### config.mk
export PLATFORM = sky130hd
export DESIGN_NAME = midi_file_stream_parser_top
export DESIGN_NICKNAME = d
export VERILOG_FILES = /design/src/hdl/smf_pkg.sv /design/src/hdl/smf_byte_queue.sv /design/src/hdl/smf_parser_core.sv /design/src/hdl/midi_file_stream_parser_top.sv
export SDC_FILE = /design/constraint.sdc
export NUM_CORES = 1
export LEC_CHECK = 0
export BUFFER_PORTS_ARGS = -buffer_cell sky130_fd_sc_hd__buf_4
export CAP_MARGIN = 30
export CORE_UTILIZATION = 50
export DETAILED_ROUTE_END_ITERATION = 16
export GPL_TIMING_DRIVEN = 0
export HOLD_SLACK_MARGIN = 0.05
export PLACE_DENSITY = 0.74
export SYNTH_ARGS = -nofsm -noshare
export SYNTH_HDL_FRONTEND = slang
export SYNTH_SLANG_ARGS = --single-unit
### constraint.sdc
create_clock -name clk -period 9.9 [get_ports clk]
set_input_delay 0.99 -clock clk [delete_from_list [all_inputs] [get_ports clk]]
set_output_delay 0.99 -clock clk [all_outputs]
set_load 0.1 [all_outputs]
### src/hdl/smf_pkg.sv
`timescale 1ns / 1ps
// ----------------------------------------------------------------------------
// smf_pkg: shared types and constants of the MIDI file stream parser
// Parse phases, result kinds, error codes and the result record type.
// ----------------------------------------------------------------------------
package smf_pkg;

  localparam logic [31:0] HDR_ID_RESET = 32'h4D546864;
  localparam logic [31:0] TRK_ID_RESET = 32'h4D54726B;
  localparam int VLQ_MAX_BYTES_DEF = 4;
  localparam int QUEUE_DEPTH = 2;

  typedef enum logic [3:0] {
    PH_IDLE, PH_HDR_ID, PH_HDR_SIZE, PH_HDR_FMT, PH_HDR_TRK, PH_HDR_DIV,
    PH_TRK_ID, PH_TRK_LEN, PH_DELTA, PH_STATUS, PH_META_TYPE, PH_LEN,
    PH_PAYLOAD, PH_P1, PH_P2
  } phase_t;

  localparam logic [2:0] KIND_HEADER  = 3'd0;
  localparam logic [2:0] KIND_TRACK   = 3'd1;
  localparam logic [2:0] KIND_EVENT   = 3'd2;
  localparam logic [2:0] KIND_PAYLOAD = 3'd3;
  localparam logic [2:0] KIND_ERROR   = 3'd4;

  localparam logic [1:0] ERR_HDR_ID   = 2'd0;
  localparam logic [1:0] ERR_TIMECODE = 2'd1;
  localparam logic [1:0] ERR_TRK_ID   = 2'd2;
  localparam logic [1:0] ERR_STATUS   = 2'd3;

  localparam logic [0:0] REG_HDR_ID = 1'b0;
  localparam logic [0:0] REG_TRK_ID = 1'b1;

  // one input request after the front stage
  typedef struct packed {
    logic [7:0] data;
    logic       start;
  } byte_req_t;

  typedef struct packed {
    logic [2:0]  kind;
    logic [27:0] delta_time;
    logic [7:0]  status_byte;
    logic [7:0]  first_param;
    logic [7:0]  second_param;
    logic [31:0] length_value;
    logic [7:0]  payload_byte;
    logic        track_done;
    logic [1:0]  error_code;
    logic [15:0] header_format;
    logic [15:0] header_tracks;
    logic [14:0] header_division;
  } result_t;

endpackage

### src/hdl/smf_byte_queue.sv
`timescale 1ns / 1ps
// ----------------------------------------------------------------------------
// smf_byte_queue: short FIFO between the byte intake and the parser
// Accepts a request whenever not full; full depth keeps rate with stall.
// ----------------------------------------------------------------------------
module smf_byte_queue (
  input  logic                clk,
  input  logic                rst,
  input  logic                in_valid,
  output logic                in_stall,
  input  smf_pkg::byte_req_t  in_req,
  output logic                out_valid,
  input  logic                out_take,
  output smf_pkg::byte_req_t  out_req
);
  localparam int D = smf_pkg::QUEUE_DEPTH;
  localparam int AW = $clog2(D);

  smf_pkg::byte_req_t mem [D];
  logic [AW-1:0] wr_ptr;
  logic [AW-1:0] rd_ptr;
  logic [AW:0]   count;
  logic          push;
  logic          pop;

  assign in_stall  = (count == (AW+1)'(D));
  assign out_valid = (count != '0);
  assign out_req   = mem[rd_ptr];
  assign push      = in_valid && !in_stall;
  assign pop       = out_valid && out_take;

  // storage
  always_ff @(posedge clk) begin
    if (push) begin
      mem[wr_ptr] <= in_req;
    end
  end

  // pointers and fill count
  always_ff @(posedge clk) begin
    if (rst) begin
      wr_ptr <= '0;
      rd_ptr <= '0;
      count  <= '0;
    end else begin
      if (push) wr_ptr <= (wr_ptr == AW'(D-1)) ? '0 : wr_ptr + 1'b1;
      if (pop)  rd_ptr <= (rd_ptr == AW'(D-1)) ? '0 : rd_ptr + 1'b1;
      count <= count + (AW+1)'(push) - (AW+1)'(pop);
    end
  end
endmodule

### src/hdl/smf_parser_core.sv
`timescale 1ns / 1ps
// ----------------------------------------------------------------------------
// smf_parser_core: per-byte parse state machine with registered result
// Takes one byte per cycle while its result register is free or drains.
// ----------------------------------------------------------------------------
module smf_parser_core #(
  parameter int VLQ_MAX_BYTES = smf_pkg::VLQ_MAX_BYTES_DEF
) (
  input  logic               clk,
  input  logic               rst,
  input  logic [31:0]        hdr_id,
  input  logic [31:0]        trk_id,
  input  logic               in_valid,
  output logic               in_take,
  input  smf_pkg::byte_req_t in_req,
  output logic               out_valid,
  input  logic               out_stall,
  output smf_pkg::result_t   out_res
);
  smf_pkg::phase_t phase, phase_next, ph_eff;
  logic [2:0]  cnt, cnt_next, cnt_eff, cnt_inc;
  logic [31:0] acc, acc_next, acc_eff;
  logic [27:0] pdelta, pdelta_next;
  logic [7:0]  pstatus, pstatus_next;
  logic [7:0]  pfirst, pfirst_next;
  logic [27:0] prem, prem_next, prem_dec;
  logic [31:0] tlen, tlen_next, tlen_eff;
  logic [31:0] tused, tused_next, tused_eff;
  logic [15:0] trem, trem_next, trem_eff, trem_dec;
  logic [15:0] sfmt, sfmt_next, strk, strk_next;
  logic        fresh;
  logic [7:0]  b;
  logic [31:0] fix_acc, vlq_acc;
  logic        emit;
  smf_pkg::result_t res;

  assign b       = in_req.data;
  assign fresh   = in_req.start;
  assign in_take = in_valid && (!out_valid || !out_stall);
  assign ph_eff  = fresh ? smf_pkg::PH_HDR_ID : phase;
  assign cnt_eff = fresh ? 3'd0 : cnt;
  assign acc_eff = fresh ? 32'd0 : acc;
  assign tlen_eff = fresh ? 32'd0 : tlen;
  assign trem_eff = fresh ? 16'd0 : trem;
  assign cnt_inc = cnt_eff + 3'd1;
  assign fix_acc = {acc_eff[23:0], b};
  assign vlq_acc = {acc_eff[24:0], b[6:0]};
  assign prem_dec = prem - 28'd1;
  assign trem_dec = trem_eff - 16'd1;

  // next parse state and result
  always_comb begin
    phase_next  = ph_eff;
    cnt_next    = cnt_eff;
    acc_next    = acc_eff;
    pdelta_next = fresh ? 28'd0 : pdelta;
    pstatus_next = fresh ? 8'd0 : pstatus;
    pfirst_next = fresh ? 8'd0 : pfirst;
    prem_next   = fresh ? 28'd0 : prem;
    tlen_next   = tlen_eff;
    tused_eff   = fresh ? 32'd0 : tused;
    trem_next   = trem_eff;
    sfmt_next   = fresh ? 16'd0 : sfmt;
    strk_next   = fresh ? 16'd0 : strk;
    res         = '0;
    emit        = 1'b0;
    if (ph_eff >= smf_pkg::PH_DELTA && tused_eff != 32'hFFFF_FFFF) begin
      tused_eff = tused_eff + 32'd1;
    end
    tused_next = tused_eff;
    unique case (ph_eff)
      smf_pkg::PH_IDLE: ;
      smf_pkg::PH_HDR_ID, smf_pkg::PH_HDR_SIZE, smf_pkg::PH_TRK_ID: begin
        acc_next = fix_acc;
        cnt_next = cnt_inc;
        if (cnt_inc >= 3'd4) begin
          acc_next = '0;
          cnt_next = '0;
          if (ph_eff == smf_pkg::PH_HDR_ID) begin
            if (fix_acc != hdr_id) begin
              emit = 1'b1; res.kind = smf_pkg::KIND_ERROR;
              res.error_code = smf_pkg::ERR_HDR_ID;
              phase_next = smf_pkg::PH_IDLE;
            end else phase_next = smf_pkg::PH_HDR_SIZE;
          end else if (ph_eff == smf_pkg::PH_HDR_SIZE) begin
            phase_next = smf_pkg::PH_HDR_FMT;
          end else if (fix_acc != trk_id) begin
            emit = 1'b1; res.kind = smf_pkg::KIND_ERROR;
            res.error_code = smf_pkg::ERR_TRK_ID;
            phase_next = smf_pkg::PH_IDLE;
          end else phase_next = smf_pkg::PH_TRK_LEN;
        end
      end
      smf_pkg::PH_HDR_FMT, smf_pkg::PH_HDR_TRK, smf_pkg::PH_HDR_DIV: begin
        acc_next = fix_acc;
        cnt_next = cnt_inc;
        if (cnt_inc >= 3'd2) begin
          acc_next = '0;
          cnt_next = '0;
          if (ph_eff == smf_pkg::PH_HDR_FMT) begin
            sfmt_next = fix_acc[15:0]; phase_next = smf_pkg::PH_HDR_TRK;
          end else if (ph_eff == smf_pkg::PH_HDR_TRK) begin
            strk_next = fix_acc[15:0]; phase_next = smf_pkg::PH_HDR_DIV;
          end else if (fix_acc[15]) begin
            emit = 1'b1; res.kind = smf_pkg::KIND_ERROR;
            res.error_code = smf_pkg::ERR_TIMECODE;
            phase_next = smf_pkg::PH_IDLE;
          end else begin
            emit = 1'b1; res.kind = smf_pkg::KIND_HEADER;
            res.header_format = sfmt_next;
            res.header_tracks = strk_next;
            res.header_division = fix_acc[14:0];
            trem_next = strk_next;
            phase_next = (strk_next == 16'd0) ? smf_pkg::PH_IDLE : smf_pkg::PH_TRK_ID;
          end
        end
      end
      smf_pkg::PH_TRK_LEN: begin
        acc_next = fix_acc;
        cnt_next = cnt_inc;
        if (cnt_inc >= 3'd4) begin
          acc_next = '0; cnt_next = '0;
          tlen_next = fix_acc;
          tused_next = '0;
          emit = 1'b1; res.kind = smf_pkg::KIND_TRACK;
          res.length_value = fix_acc;
          if (fix_acc == 32'd0) begin
            res.track_done = 1'b1; trem_next = trem_dec;
            phase_next = (trem_dec == 16'd0) ? smf_pkg::PH_IDLE : smf_pkg::PH_TRK_ID;
          end else phase_next = smf_pkg::PH_DELTA;
        end
      end
      smf_pkg::PH_DELTA, smf_pkg::PH_LEN: begin
        acc_next = vlq_acc;
        cnt_next = cnt_inc;
        if (!b[7] || cnt_inc >= 3'(VLQ_MAX_BYTES)) begin
          acc_next = '0; cnt_next = '0;
          if (ph_eff == smf_pkg::PH_DELTA) begin
            pdelta_next = b[7] ? 28'd0 : vlq_acc[27:0];
            phase_next = smf_pkg::PH_STATUS;
          end else begin
            prem_next = b[7] ? 28'd0 : vlq_acc[27:0];
            emit = 1'b1; res.kind = smf_pkg::KIND_EVENT;
            res.length_value = {4'd0, prem_next};
            if (prem_next == 28'd0) begin
              if (tused_eff >= tlen_eff) begin
                res.track_done = 1'b1; trem_next = trem_dec;
                phase_next = (trem_dec == 16'd0) ? smf_pkg::PH_IDLE : smf_pkg::PH_TRK_ID;
              end else phase_next = smf_pkg::PH_DELTA;
            end else phase_next = smf_pkg::PH_PAYLOAD;
          end
        end
      end
      smf_pkg::PH_STATUS: begin
        pstatus_next = b;
        if (b == 8'hFF) phase_next = smf_pkg::PH_META_TYPE;
        else if (b == 8'hF0 || b == 8'hF7) begin
          pfirst_next = 8'd0; phase_next = smf_pkg::PH_LEN;
        end else if (b >= 8'h80 && b <= 8'hEF) phase_next = smf_pkg::PH_P1;
        else begin
          emit = 1'b1; res.kind = smf_pkg::KIND_ERROR;
          res.error_code = smf_pkg::ERR_STATUS;
          phase_next = smf_pkg::PH_IDLE;
        end
      end
      smf_pkg::PH_META_TYPE: begin
        pfirst_next = b; phase_next = smf_pkg::PH_LEN;
      end
      smf_pkg::PH_PAYLOAD: begin
        emit = 1'b1; res.kind = smf_pkg::KIND_PAYLOAD;
        res.payload_byte = b;
        prem_next = prem_dec;
        if (prem_dec == 28'd0) begin
          if (tused_eff >= tlen_eff) begin
            res.track_done = 1'b1; trem_next = trem_dec;
            phase_next = (trem_dec == 16'd0) ? smf_pkg::PH_IDLE : smf_pkg::PH_TRK_ID;
          end else phase_next = smf_pkg::PH_DELTA;
        end
      end
      smf_pkg::PH_P1, smf_pkg::PH_P2: begin
        if (ph_eff == smf_pkg::PH_P1) pfirst_next = b;
        if (ph_eff == smf_pkg::PH_P2 || pstatus[7:4] == 4'hC || pstatus[7:4] == 4'hD) begin
          emit = 1'b1; res.kind = smf_pkg::KIND_EVENT;
          res.second_param = (ph_eff == smf_pkg::PH_P2) ? b : 8'd0;
          if (tused_eff >= tlen_eff) begin
            res.track_done = 1'b1; trem_next = trem_dec;
            phase_next = (trem_dec == 16'd0) ? smf_pkg::PH_IDLE : smf_pkg::PH_TRK_ID;
          end else phase_next = smf_pkg::PH_DELTA;
        end else phase_next = smf_pkg::PH_P2;
      end
      default: phase_next = smf_pkg::PH_IDLE;
    endcase
    if (res.kind == smf_pkg::KIND_EVENT) begin
      res.delta_time  = pdelta;
      res.status_byte = pstatus;
      res.first_param = pfirst_next;
    end
  end

  // parse state registers
  always_ff @(posedge clk) begin
    if (rst) begin
      phase <= smf_pkg::PH_IDLE;
      cnt <= '0; acc <= '0; pdelta <= '0; pstatus <= '0; pfirst <= '0;
      prem <= '0; tlen <= '0; tused <= '0; trem <= '0; sfmt <= '0; strk <= '0;
    end else if (in_take) begin
      phase <= phase_next;
      cnt <= cnt_next; acc <= acc_next; pdelta <= pdelta_next;
      pstatus <= pstatus_next; pfirst <= pfirst_next; prem <= prem_next;
      tlen <= tlen_next; tused <= tused_next; trem <= trem_next;
      sfmt <= sfmt_next; strk <= strk_next;
    end
  end

  // result register
  always_ff @(posedge clk) begin
    if (rst) out_valid <= 1'b0;
    else if (in_take) out_valid <= emit;
    else if (!out_stall) out_valid <= 1'b0;
  end

  always_ff @(posedge clk) begin
    if (in_take && emit) out_res <= res;
  end
endmodule

### src/hdl/midi_file_stream_parser_top.sv
`timescale 1ns / 1ps
// A byte's result passes through a queue slot, then the parser result register,
// before it is on the outputs. Throughput: one byte per cycle, set by the
// single parse state update per byte; a stalled result holds the parser and the
// two-entry queue then fills. Synchronous reset returns the parser to waiting
// for a file start and the ID registers to MThd / MTrk.
// ----------------------------------------------------------------------------
// midi_file_stream_parser_top: Standard MIDI File byte stream parser
// Byte intake queue, parse core and APB register block.
// ----------------------------------------------------------------------------
module midi_file_stream_parser_top #(
  parameter int VLQ_MAX_BYTES = smf_pkg::VLQ_MAX_BYTES_DEF
) (
  input  logic        clk,
  input  logic        rst,
  input  logic        psel,
  input  logic        penable,
  input  logic        pwrite,
  input  logic [2:0]  paddr,
  input  logic [31:0] pwdata,
  output logic [31:0] prdata,
  output logic        pready,
  input  logic        in_valid,
  output logic        in_stall,
  input  logic [7:0]  file_byte,
  input  logic        file_start,
  output logic        out_valid,
  input  logic        out_stall,
  output logic [2:0]  kind,
  output logic [27:0] delta_time,
  output logic [7:0]  status_byte,
  output logic [7:0]  first_param,
  output logic [7:0]  second_param,
  output logic [31:0] length_value,
  output logic [7:0]  payload_byte,
  output logic        track_done,
  output logic [1:0]  error_code,
  output logic [15:0] header_format,
  output logic [15:0] header_tracks,
  output logic [14:0] header_division
);
  logic [31:0] hdr_id, trk_id;
  smf_pkg::byte_req_t in_req, q_req;
  logic q_valid, q_take;
  smf_pkg::result_t r;

  // register block
  assign pready = 1'b1;
  always_ff @(posedge clk) begin
    if (rst) begin
      hdr_id <= smf_pkg::HDR_ID_RESET;
      trk_id <= smf_pkg::TRK_ID_RESET;
    end else if (psel && penable && pwrite && paddr[1:0] == 2'd0) begin
      if (paddr[2] == smf_pkg::REG_HDR_ID) hdr_id <= pwdata;
      else trk_id <= pwdata;
    end
  end
  assign prdata = (paddr[1:0] != 2'd0) ? 32'd0 :
                  (paddr[2] == smf_pkg::REG_TRK_ID) ? trk_id : hdr_id;

  assign in_req.data  = file_byte;
  assign in_req.start = file_start;

  smf_byte_queue u_queue (
    .clk, .rst, .in_valid, .in_stall, .in_req,
    .out_valid(q_valid), .out_take(q_take), .out_req(q_req)
  );

  smf_parser_core #(.VLQ_MAX_BYTES(VLQ_MAX_BYTES)) u_core (
    .clk, .rst, .hdr_id, .trk_id,
    .in_valid(q_valid), .in_take(q_take), .in_req(q_req),
    .out_valid, .out_stall, .out_res(r)
  );

  assign kind = r.kind;
  assign delta_time = r.delta_time;
  assign status_byte = r.status_byte;
  assign first_param = r.first_param;
  assign second_param = r.second_param;
  assign length_value = r.length_value;
  assign payload_byte = r.payload_byte;
  assign track_done = r.track_done;
  assign error_code = r.error_code;
  assign header_format = r.header_format;
  assign header_tracks = r.header_tracks;
  assign header_division = r.header_division;
endmodule
==> out/results.ini <==
[outcome]
status = finished clean

[cts]
ctsHoldBuffers = 0
cts_setup_buffers = 0
path_clk_slew_ns = 0.06
cts_tree = done
cts_buffers = 48
cts_max_level = 2
clock_path_buffers = 3
insertion_delay_ns = 0.61
cts.sinks = 448
cts-resized-gates = 0
cts_root_buffer = clkbuf_16

[layout]
antenna_cells = 0
area_growth_syn_to_layout_pct = 18.3
multiInputGateArea_sq_um = 11400
nNetsFinal = 3002
drive_above_1_share_pct = 13.0
area.sequential_sq_um = 10600
fill_cells = 4007
final_util_pct = 59.9
instances_no_fill = 3549

[place]
port_buffers = 228
place_hpwl_microns = 64000
place_ws_ns = 1.47
dp_cells = 3458
gp_congestion = 1.04

[global_routing]
grt.overflow.total = 0
grt_pass1_wl_microns = 129000
grt_max_degree = 87
grt_use_total_pct = 36.4
antenna_found_initial = 0
grt_pass1_vias = 21100

[yosys]
synth.distinct_cells = 91
syn_area_sq_um = 22900
synth_top_cells_by_area = dfxtp_1 25%, edfxtp_1 21%, nor2_1 6.5%
yosysMostFrequentCell = nor2_1
yosys_register_bits = 448
synthesis.nets = 2707
synthCells = 2615
async_flop_share_pct = 0
yosysTopAreaCell = dfxtp_1
synth_edf_count = 163
yosys-top-cells-count = 398 x nor2_1, 309 x nand2_1, 285 x dfxtp_1
synth_top_area_share_pct = 24.9
synthFlopType = dfxtp_1
yosysSeqAreaShare_pct = 46.2
synth_warnings = 0
synth_area_per_cell_sq_um = 8.77

[setup_path]
worst-path-buf-inv = 11
cp_top_family = buffers and inverters
crit_required_ns = 10.19
critPathArrivalTime_ns = 9.16
endpoint_kind = flip-flop
cp_cell_sequence = mux2i_2 > buf_6 > buf_2 > clkbuf_1 > clkbuf_1 > buf_2 > buf_1 > clkbuf_1 > and2_1 > ha_1 > nor3_2 > or2_1 > clkbuf_1 > o21ai_0 > and2_1 > clkbuf_1 > nand2_1 > nand4b_1 > o21ai_1 > inv_6 > buf_16
worst_setup_path_start_kind = flip-flop
crit_path_max_fanout = 86
slowest_stage = clkbuf_1
crit_type = reg -> reg
max_stage_delay_ns = 0.84
cp_common_cell = clkbuf_1

[timing]
finalCritPeriodShare_pct = 89.5
fin_tns_setup_ns = 0
setup_viol = 0
layout_min_cycle_time_ns = 8.86
layout_setup_ws_ns = 1.04
worst_pin_slew_ns = 1.07
rsz0062_at_grt = false
slew_violations = 0
final.setup_skew_ns = 0.0287
hold_viol_final = 0
fmax_mhz = 113
timing.slew.headroom_pct = 28.6

[job]
maxCapViolCount = 0

[floorplanning]
die-area_sq_um = 46700
die_w_microns = 216
rows = 78
dieHeight_microns = 216
io_pins = 231
design.core.area_sq_um = 45300
start_util_pct = 50.6

[detailed_routing]
routedWlPerCell_microns = 24.7
drt_pass1_iterations = 6
initialDrtViolationCount = 3086
routed_wl_microns = 87700
ant_nets = 0
num_vias = 22900
route.detailed.drc = 0
viasPerCell = 6.45

[power_and_ir_drop]
ir_worst_vdd_mv = 0.145
leakage_uw = 0.00983
p_per_area_nw_per_um2 = 194
p_total_uw = 5250

[min_path]
hold_class = reg -> reg

==> per-layer routing <==
layer,up-vias,GRT usage [%],share of wire (%)
met5,-,0,0
met3,288,7.26,11
li1,10100,-,-
met1,11000,49.2,40
met4,0,17.9,5.0
met2,1516,55.7,44
==> registers in the layout, indices dropped and copies added (netlist names), 16 cells and up, named ones only <==
register	cells
hdr_id	32
u_core.pdelta	28
u_core.trem	16
u_core.prem	28
u_core.out_res	145
u_core.tlen	32
u_queue.mem	18
u_core.sfmt	16
u_core.strk	16
u_core.tused	32
u_core.acc	24
trk_id	32
==> layout by cell type, fill, tap and decap left out, types with 22 or more instances in the layout <==
master	synthesis	routed
a21oi_1	131	131
a22oi_1	129	129
a31oi_1	61	61
and2_1	90	90
and3_1	27	27
buf_4	6	236
clkbuf_1	162	170
clkbuf_16	0	48
dfxtp_1	285	285
edfxtp_1	163	163
ha_1	41	41
inv_1	33	32
mux2i_1	38	37
nand2_1	309	309
nand3_1	89	89
nand4_1	28	28
nor2_1	398	398
nor3_1	49	49
nor4_1	29	29
o21ai_0	94	94
o32ai_1	28	28
xnor2_1	66	66
xor2_1	22	22
==> path summary, 6_finish.rpt <==
kind	from	end	slack [ns]	depth (start not counted)
worst max register to register	flip-flop	u_core.out_res[137]	1.04	21
worst min register to register	u_core.tused[27]	u_core.tused[27]	0.48	1
worst min-delay path	u_core.tused[27]	u_core.tused[27]	0.48	1
worst max-delay path	flip-flop	u_core.out_res[137]	1.04	21
==> worst register-to-register path, cell delays in order (launching register included) <==
cell,delay [ns]
dfxtp_1,0.44
mux2i_2,0.32
buf_6,0.23
buf_2,0.40
clkbuf_1,0.84
clkbuf_1,0.60
buf_2,0.47
buf_1,0.84
clkbuf_1,0.59
and2_1,0.25
ha_1,0.18
nor3_2,0.08
or2_1,0.21
clkbuf_1,0.22
o21ai_0,0.61
and2_1,0.23
clkbuf_1,0.33
nand2_1,0.20
nand4b_1,0.24
o21ai_1,0.51
inv_6,0.33
buf_16,0.34
==> area by class of cell <==
cell class                 count  area share, %
timing repair buffer         245           7.06
buffer                       195           2.90
multi-input combinational   1939           42.1
inverter                      33          0.475
sequential                   448           39.1
clock inverter                25          0.673
clock buffer                  64           4.94
tap                          600           2.77
==> stage by stage <==
step                      cell area (sq um)  hold slack [ns]
final                                 27100            0.477
after global placement                25400            0.456
after floorplan                       22900            0.437
after global routing                  27100            0.502
after detailed placement              25600            0.462
after CTS                             27100            0.473
==> where the power goes <==
| group | switching [uW] | total [uW] | internal [uW] |
|---|---|---|---|
| Combinational | 1130 | 1470 | 346 |
| Sequential | 57.6 | 2000 | 1950 |
| Clock | 791 | 1770 | 983 |
| Total | 1970 | 5250 | 3280 |
==> cell families (layout without fill, tap and decap cells) <==
| group | count (synthesis) | in the layout | share of synthesized area [%] |
|---|---|---|---|
| xor gates and xnor gates | 88 | 88 | 3.36 |
| DFF | 448 | 448 | 46.2 |
| muxes | 54 | 54 | 2.54 |
| AOI/OAI and AO/OA | 617 | 617 | 18.0 |
| adders and majority gates | 41 | 41 | 2.24 |
| other | 1 | 1 | 0.0164 |
| and+or+nand+nor | 1138 | 1138 | 23.7 |
| buffers and inverters | 228 | 562 | 3.98 |
(Power assumes the default switching activity.)
